[src/rtl/text_console_cell_writer_assert.svh]
// ----------------------------------------------------------------------------
// Text console cell writer assertion macros
// Shared concurrent assertion forms, clocked on clk and disabled in rst.
// ----------------------------------------------------------------------------
`ifndef TEXT_CONSOLE_CELL_WRITER_ASSERT_SVH
`define TEXT_CONSOLE_CELL_WRITER_ASSERT_SVH

// same-cycle implication
`define TCCW_ASSERT_NOW(label, ante, cons, msg) \
  label: assert property (@(posedge clk) disable iff (rst) (ante) |-> (cons)) \
    else $error(msg);

// next-cycle implication
`define TCCW_ASSERT_NEXT(label, ante, cons, msg) \
  label: assert property (@(posedge clk) disable iff (rst) (ante) |=> (cons)) \
    else $error(msg);

`endif

[src/rtl/tccw_pkg.sv]
// ----------------------------------------------------------------------------
// Text console cell writer package
// Screen geometry, field widths, datapath command and status types.
// ----------------------------------------------------------------------------
`default_nettype none

package tccw_pkg;

  localparam int COLUMNS = 80;
  localparam int ROWS    = 25;
  localparam int CELLS   = COLUMNS * ROWS;

  localparam int OP_W    = 3;
  localparam int CHAR_W  = 8;
  localparam int COLOR_W = 4;
  localparam int COL_W   = 7;
  localparam int ROW_W   = 5;
  localparam int COUNT_W = 11;
  localparam int POS_W   = 11;
  localparam int CELL_W  = 16;

  localparam int ADDR_W  = $clog2(CELLS);
  localparam int CNT_W   = $clog2(CELLS + 1);
  localparam int LINE_W  = $clog2(ROWS + 1);

  localparam int IN_DATA_W  = 40;
  localparam int OUT_DATA_W = 40;

  typedef logic [CHAR_W-1:0]  byte_t;
  typedef logic [COLOR_W-1:0] color_t;
  typedef logic [COL_W-1:0]   col_t;
  typedef logic [ROW_W-1:0]   row_t;
  typedef logic [COUNT_W-1:0] count_t;
  typedef logic [POS_W-1:0]   pos_t;
  typedef logic [CELL_W-1:0]  cell_t;
  typedef logic [CNT_W-1:0]   cnt_t;
  typedef logic [LINE_W-1:0]  line_t;

  localparam byte_t  NEWLINE    = 8'h0A;
  localparam color_t LIGHT_GREY = 4'h7;

  typedef enum logic [OP_W-1:0] {
    OP_PUT     = 3'd0,
    OP_CLEAR   = 3'd1,
    OP_SETCUR  = 3'd2,
    OP_SCROLL  = 3'd3,
    OP_RECOLOR = 3'd4,
    OP_READ    = 3'd5
  } op_t;

  typedef enum logic [1:0] {
    RA_CURSOR,
    RA_ADDR,
    RA_SRC
  } rd_sel_t;

  typedef enum logic [2:0] {
    WD_ZERO,
    WD_COPY,
    WD_PUT,
    WD_MARK,
    WD_PAINT
  } wr_sel_t;

  typedef struct packed {
    logic    load;
    logic    addr_zero;
    logic    set_cursor;
    logic    home;
    logic    rd_en;
    rd_sel_t rd_sel;
    logic    wr_en;
    wr_sel_t wr_sel;
    logic    addr_inc;
    logic    remain_dec;
    logic    advance;
    logic    scroll_set;
    logic    by_count;
    logic    cell_get;
    logic    out_load;
  } dp_cmd_t;

  typedef struct packed {
    logic newline;
    logic last;
    logic adv_scroll;
    logic copy_more;
    logic zero_more;
    logic rc_more;
  } dp_stat_t;

endpackage

`default_nettype wire

[src/rtl/tccw_ctrl.sv]
// ----------------------------------------------------------------------------
// Text console cell writer controller
// Command sequencer: decodes the op and steps the datapath through it.
// ----------------------------------------------------------------------------
`default_nettype none
`include "text_console_cell_writer_assert.svh"

module tccw_ctrl (
  input  logic                         clk,
  input  logic                         rst,
  input  logic                         s_tvalid,
  output logic                         s_tready,
  input  logic [tccw_pkg::OP_W-1:0]    in_op,
  output logic                         m_tvalid,
  input  logic                         m_tready,
  output tccw_pkg::dp_cmd_t            cmd,
  input  tccw_pkg::dp_stat_t           stat
);

  typedef enum logic [3:0] {
    S_IDLE,
    S_PUT_RD,
    S_PUT_WR,
    S_ADV,
    S_SCR_SET,
    S_COPY_RD,
    S_COPY_WR,
    S_ZERO,
    S_MARK_RD,
    S_MARK_WR,
    S_RC_RD,
    S_RC_WR,
    S_CELL_RD,
    S_CELL_GET,
    S_DONE
  } state_t;

  state_t          state;
  tccw_pkg::op_t   op;
  logic            booting;
  logic            out_valid;
  logic            accept;

  assign s_tready = (state == S_IDLE);
  assign accept   = s_tvalid && s_tready;
  assign m_tvalid = out_valid;

  always_comb begin
    cmd = '0;
    unique case (state)
      S_IDLE: begin
        if (accept) begin
          cmd.load       = 1'b1;
          cmd.addr_zero  = (tccw_pkg::op_t'(in_op) != tccw_pkg::OP_RECOLOR) &&
                           (tccw_pkg::op_t'(in_op) != tccw_pkg::OP_READ);
          cmd.set_cursor = (tccw_pkg::op_t'(in_op) == tccw_pkg::OP_SETCUR);
          cmd.home       = (tccw_pkg::op_t'(in_op) == tccw_pkg::OP_CLEAR);
        end
      end
      S_PUT_RD: begin
        cmd.rd_en  = !stat.newline;
        cmd.rd_sel = tccw_pkg::RA_CURSOR;
      end
      S_PUT_WR: begin
        cmd.wr_en  = 1'b1;
        cmd.wr_sel = tccw_pkg::WD_PUT;
      end
      S_ADV: begin
        cmd.advance = 1'b1;
      end
      S_SCR_SET: begin
        cmd.scroll_set = 1'b1;
        cmd.by_count   = (op == tccw_pkg::OP_SCROLL);
      end
      S_COPY_RD: begin
        cmd.rd_en  = stat.copy_more;
        cmd.rd_sel = tccw_pkg::RA_SRC;
      end
      S_COPY_WR: begin
        cmd.wr_en    = 1'b1;
        cmd.wr_sel   = tccw_pkg::WD_COPY;
        cmd.addr_inc = 1'b1;
      end
      S_ZERO: begin
        cmd.wr_en    = stat.zero_more;
        cmd.wr_sel   = tccw_pkg::WD_ZERO;
        cmd.addr_inc = stat.zero_more;
      end
      S_MARK_RD: begin
        cmd.rd_en  = 1'b1;
        cmd.rd_sel = tccw_pkg::RA_CURSOR;
      end
      S_MARK_WR: begin
        cmd.wr_en  = 1'b1;
        cmd.wr_sel = tccw_pkg::WD_MARK;
      end
      S_RC_RD: begin
        cmd.rd_en  = stat.rc_more;
        cmd.rd_sel = tccw_pkg::RA_ADDR;
      end
      S_RC_WR: begin
        cmd.wr_en      = 1'b1;
        cmd.wr_sel     = tccw_pkg::WD_PAINT;
        cmd.addr_inc   = 1'b1;
        cmd.remain_dec = 1'b1;
      end
      S_CELL_RD: begin
        cmd.rd_en  = 1'b1;
        cmd.rd_sel = tccw_pkg::RA_ADDR;
      end
      S_CELL_GET: begin
        cmd.cell_get = 1'b1;
      end
      S_DONE: begin
        cmd.out_load = !out_valid || m_tready;
      end
      default: begin
        cmd = '0;
      end
    endcase
  end

  always_ff @(posedge clk) begin
    if (rst) begin
      state     <= S_ZERO;
      op        <= tccw_pkg::OP_PUT;
      booting   <= 1'b1;
      out_valid <= 1'b0;
    end else begin
      if (cmd.out_load) begin
        out_valid <= 1'b1;
      end else if (m_tready) begin
        out_valid <= 1'b0;
      end
      unique case (state)
        S_IDLE: begin
          if (accept) begin
            op <= tccw_pkg::op_t'(in_op);
            unique case (tccw_pkg::op_t'(in_op))
              tccw_pkg::OP_PUT:     state <= S_PUT_RD;
              tccw_pkg::OP_CLEAR:   state <= S_ZERO;
              tccw_pkg::OP_SETCUR:  state <= S_MARK_RD;
              tccw_pkg::OP_SCROLL:  state <= S_SCR_SET;
              tccw_pkg::OP_RECOLOR: state <= S_RC_RD;
              tccw_pkg::OP_READ:    state <= S_CELL_RD;
              default:              state <= S_DONE;
            endcase
          end
        end
        S_PUT_RD:  state <= stat.newline ? S_ADV : S_PUT_WR;
        S_PUT_WR:  state <= S_ADV;
        S_ADV: begin
          priority if (stat.adv_scroll) begin
            state <= S_SCR_SET;
          end else if (stat.last) begin
            state <= S_MARK_RD;
          end else begin
            state <= S_DONE;
          end
        end
        S_SCR_SET: state <= S_COPY_RD;
        S_COPY_RD: state <= stat.copy_more ? S_COPY_WR : S_ZERO;
        S_COPY_WR: state <= S_COPY_RD;
        S_ZERO: begin
          priority if (stat.zero_more) begin
            state <= S_ZERO;
          end else if (booting) begin
            booting <= 1'b0;
            state   <= S_IDLE;
          end else if (op == tccw_pkg::OP_CLEAR) begin
            state <= S_DONE;
          end else if (op == tccw_pkg::OP_SCROLL || stat.last) begin
            state <= S_MARK_RD;
          end else begin
            state <= S_DONE;
          end
        end
        S_MARK_RD:  state <= S_MARK_WR;
        S_MARK_WR:  state <= S_DONE;
        S_RC_RD:    state <= stat.rc_more ? S_RC_WR : S_DONE;
        S_RC_WR:    state <= S_RC_RD;
        S_CELL_RD:  state <= S_CELL_GET;
        S_CELL_GET: state <= S_DONE;
        S_DONE: begin
          if (cmd.out_load) begin
            state <= S_IDLE;
          end
        end
        default: state <= S_IDLE;
      endcase
    end
  end

  `TCCW_ASSERT_NOW(a_no_accept_boot, booting, !s_tready, "word accepted during clearing pass")
  `TCCW_ASSERT_NOW(a_no_overwrite, cmd.out_load, !out_valid || m_tready, "result overwrites held word")
  `TCCW_ASSERT_NEXT(a_accept_busy, accept, state != S_IDLE, "accepted word produced no work")

endmodule

`default_nettype wire

[config.mk]
export PLATFORM = sky130hd
export DESIGN_NAME = tccw_ctrl
export DESIGN_NICKNAME = d
export VERILOG_FILES = /design/src/rtl/tccw_pkg.sv /design/src/rtl/tccw_ctrl.sv
export VERILOG_INCLUDE_DIRS = /design/src /design/src/rtl
export SDC_FILE = /design/constraint.sdc
export NUM_CORES = 1
export LEC_CHECK = 0
export CORE_MARGIN = 3
export CORE_UTILIZATION = 35
export CTS_BUF_LIST = sky130_fd_sc_hd__clkbuf_2 sky130_fd_sc_hd__clkbuf_4 sky130_fd_sc_hd__clkbuf_8
export DETAILED_ROUTE_END_ITERATION = 6
export DONT_BUFFER_PORTS = 1
export PLACE_DENSITY_LB_ADDON = 0.05
export SYNTH_ARGS = -nofsm -noshare
export SYNTH_HDL_FRONTEND = slang
export SYNTH_SLANG_ARGS = --single-unit
[constraint.sdc]
create_clock -name clk -period 2.3 [get_ports clk]
set_input_delay 0 -clock clk [delete_from_list [all_inputs] [get_ports clk]]
set_output_delay 0 -clock clk [all_outputs]
set_load 0.01 [all_outputs]
==> impl_metrics.py <==
metrics = {
    "global_routing": {
        "grtUsageTotal_pct": 16.6,
        "overflow": 0,
        "grt_max_degree": 20,
        "grt_pass1_wl_mm": 3.54,
        "grt_pass1_vias": 756,
        "antenna_found_initial": 0,
    },
    "timing": {
        "setup_violations": 0,
        "relSlewSlack_pct": 50.9,
        "tns_ns": 0,
        "hold_violations": 0,
        "period_needed_ns": 2.16,
        "fmax_ghz": 0.463,
        "period_share_pct": 94.0,
        "slew_viol_final": 0,
        "tightestPinTransition_ns": 0.729,
        "rsz0062_at_grt": "false",
        "skew_ns": 0.00912,
    },
    "detailed_routing": {
        "ant_nets": 0,
        "wl_per_cell_microns": 15.1,
        "wl_mm": 2.25,
        "num_vias": 862,
        "route.detailed.drc": 0,
        "dr.pass1.iters": 4,
        "drt_iter0_drc": 16,
        "via_per_inst": 5.79,
    },
    "pwr": {
        "p_sw_uw": 438,
        "p_leak_nw": 0.320,
        "power_per_cell_area_nw_per_um2": 1020,
        "p_total_uw": 905,
        "p_int_uw": 467,
        "combPwrFrac_pct": 52.7,
        "power.share.clock_pct": 16.0,
        "switching_share_pct": 48.4,
        "vdd_ir_drop_max_v": 0.000540,
        "p_seq_share_pct": 31.3,
    },
    "synthesis": {
        "yosysMostFrequentCell": "nand2_1",
        "synth_edf_count": 0,
        "synth_warnings": 0,
        "syn-num-nets": 132,
        "synth_area_leaders": "dfxtp_1 (23%), nand2_1 (7.5%), nor2_1 (7.0%)",
        "syn_area_sq_um": 800,
        "ys.flop_type": "dfxtp_1",
        "synth.distinct_cells": 40,
        "synth_top_cell_area_share_pct": 22.5,
        "syn_avg_cell_area_sq_um": 6.72,
        "ys_seq_area_share_pct": 22.5,
        "synth_area_leader_cell": "dfxtp_1",
        "ys_ff_latch": 9,
        "async_reset_ff_share_pct": 0,
        "netlist_top_cells_count": "nand2_1 (16), nor2_1 (15), a21oi_1 (10)",
        "synth_cells": 119,
    },
    "worst_setup_path": {
        "startpoint": "state[1]$_SDFFE_PP1P_",
        "path_class": "register to register",
        "cp-start-kind": "register",
        "max_stage_delay_ns": 0.56,
        "reg2reg_setup_slack_ns": 0.14,
        "crit_chain": "buf_4 > nor2_1 > nand2_1 > inv_1 > nand2_1 > inv_2 > nand2_1 > a21oi_1 > dlygate4sd3_1",
        "cp.arrival_ns": 2.32,
        "worst_setup_path_end_kind": "register",
        "cp.required_ns": 2.46,
        "crit_top_cell": "nand2_1",
        "crit_fanout": 11,
        "slowest_stage": "dlygate4sd3_1",
        "r2r-end": "op[2]$_SDFFE_PP0P_",
        "r2r_start": "state[1]$_SDFFE_PP1P_",
        "reg2regPathDepth": 9,
    },
    "final_layout": {
        "fin_nets": 136,
        "drive_gt1_share_pct": 12.3,
        "layoutNonFillerInstCount": 149,
        "fillers": 213,
        "final_util_pct": 43.2,
        "antenna_cells": 0,
        "syn_to_final_growth_pct": 11.4,
        "post-route-cell-area_sq_um": 891,
    },
    "die": {
        "rows": 16,
        "die_w_microns": 53.8,
        "core_area_sq_um": 2060,
        "die_height_microns": 53.8,
        "pin_count": 33,
        "dieArea_sq_um": 2890,
        "initial_core_util_pct": 38.8,
    },
    "clock_tree": {
        "cts_root_buf": "clkbuf_4",
        "worstSkewPairLatency_ns": 0.27,
        "cts_setup_buffers": 0,
        "clkSlewWorstSetupHoldPaths_ns": 0.07,
        "cts_buffers": 3,
        "htreeDepth": 1,
        "tritoncts": "yes",
        "cts.sinks": 9,
        "clock_path_buffers": 2,
    },
    "run": {
        "drv_cap": 0,
    },
    "run_status": {
        "status": "complete, no violations",
    },
    "hold_path": {
        "hold_depth": 4,
        "min_path_type": "input pin to register",
        "worstHoldStart": "stat[3]",
        "min_to": "state[1]$_SDFFE_PP1P_",
    },
    "placed_design": {
        "place_area_sq_um": 798,
        "portBuffers": 0,
        "placed_cells": 139,
        "gp_congestion": 0.815,
        "hpwlAfterDp_mm": 1.66,
    },
}
-- power groups by stage --
stage	sequential, mW	clock [mW]	combinational, mW
final	0.283	0.145	0.477
after global routing	0.294	0.158	0.523
after CTS	0.278	0.147	0.477
after detailed placement	0.282	0	0.466
after global placement	0.280	0	0.466
after floorplan	0.206	0	0.476
-- cells by family (layout without fill, tap and decap cells) --
logic type      count (synthesis)  count (layout)  share of synthesized area [%]
simple gates                   60              60                           37.7
flops                           9               9                           22.5
buf+inv                        15              18                           9.08
xor+xnor                        2               2                           2.19
mux                             1               1                           1.41
compound gates                 32              32                           27.1
-- per-layer routing --
metal | track usage, % | wire length, microns | vias to the layer above
met2 | 24.0 | 938 | 45
met4 | 6.38 | 36 | 0
met5 | 0 | 0 | -
met3 | 4.16 | 158 | 6
li1 | - | - | 423
met1 | 23.3 | 1120 | 388
-- stage by stage --
| step | hold WS [ns] | setup slack (ns) |
|---|---|---|
| 2_1_floorplan | 0.0529 | 0.956 |
| 3_3_place_gp | 0.0552 | 0.588 |
| 3_5_place_dp | 0.0549 | 0.579 |
| 4_1_cts | 0.0254 | 0.0761 |
| 5_1_grt | 0.0246 | 0.00191 |
| 6_report | 0.0266 | 0.139 |
-- layout make-up --
| type | instances | area [sq um] | share of cell area, % |
|---|---|---|---|
| clock buffers | 4 | 30.0 | 3.37 |
| inverters | 6 | 22.5 | 2.53 |
| multi-input cells | 95 | 547 | 61.4 |
| flip-flops and latches | 9 | 183 | 20.5 |
| well taps | 27 | 33.8 | 3.79 |
| repair buffers | 8 | 75.1 | 8.43 |
-- how the worst max path moves through the flow --
| stage | endpoint | depth (start not counted) |
|---|---|---|
| global route | op[2]$_SDFFE_PP0P_ | 9 |
| detailed placement | state[3]$_SDFFE_PP0P_ | 5 |
| finish | op[2]$_SDFFE_PP0P_ | 9 |
| global placement | state[3]$_SDFFE_PP0P_ | 5 |
| floorplan | state[2]$_SDFFE_PP1P_ | 6 |
| CTS | op[2]$_SDFFE_PP0P_ | 8 |
-- critical path, delay by kind of cell (launching register included) --
kind                   cells  cell delay [ns]
AND/OR/NAND/NOR            4             0.52
AO/OA/AOI/OAI              1             0.05
buffers and inverters      4             1.00
flip-flops                 1             0.47
-- placed cells by master, fill, tap and decap left out, types with 4 or more instances in the layout --
master	count
nand2_1	16
nor2_1	15
a21oi_1	10
nor3_1	7
dfxtp_1	7
nand2b_1	6
dlygate4sd3_1	6
o21ai_0	5
inv_1	4
nor2b_1	4
o31ai_1	4
clkbuf_4	4
-- registers in the layout, summed over array words and instances (netlist names) --
register  cells
m_tvalid      1
op            3
booting       1
state         4
-- what timing repair did --
| item | in CTS | in global routing |
|---|---|---|
| hold buffers | 6 | 0 |
| setup endpoints to repair | 0 | 1 |
| endpoints found under the hold margin | 9 | 0 |
| gates resized for setup | 0 | 2 |
No activity file was read; power rests on OpenSTA's default activity.
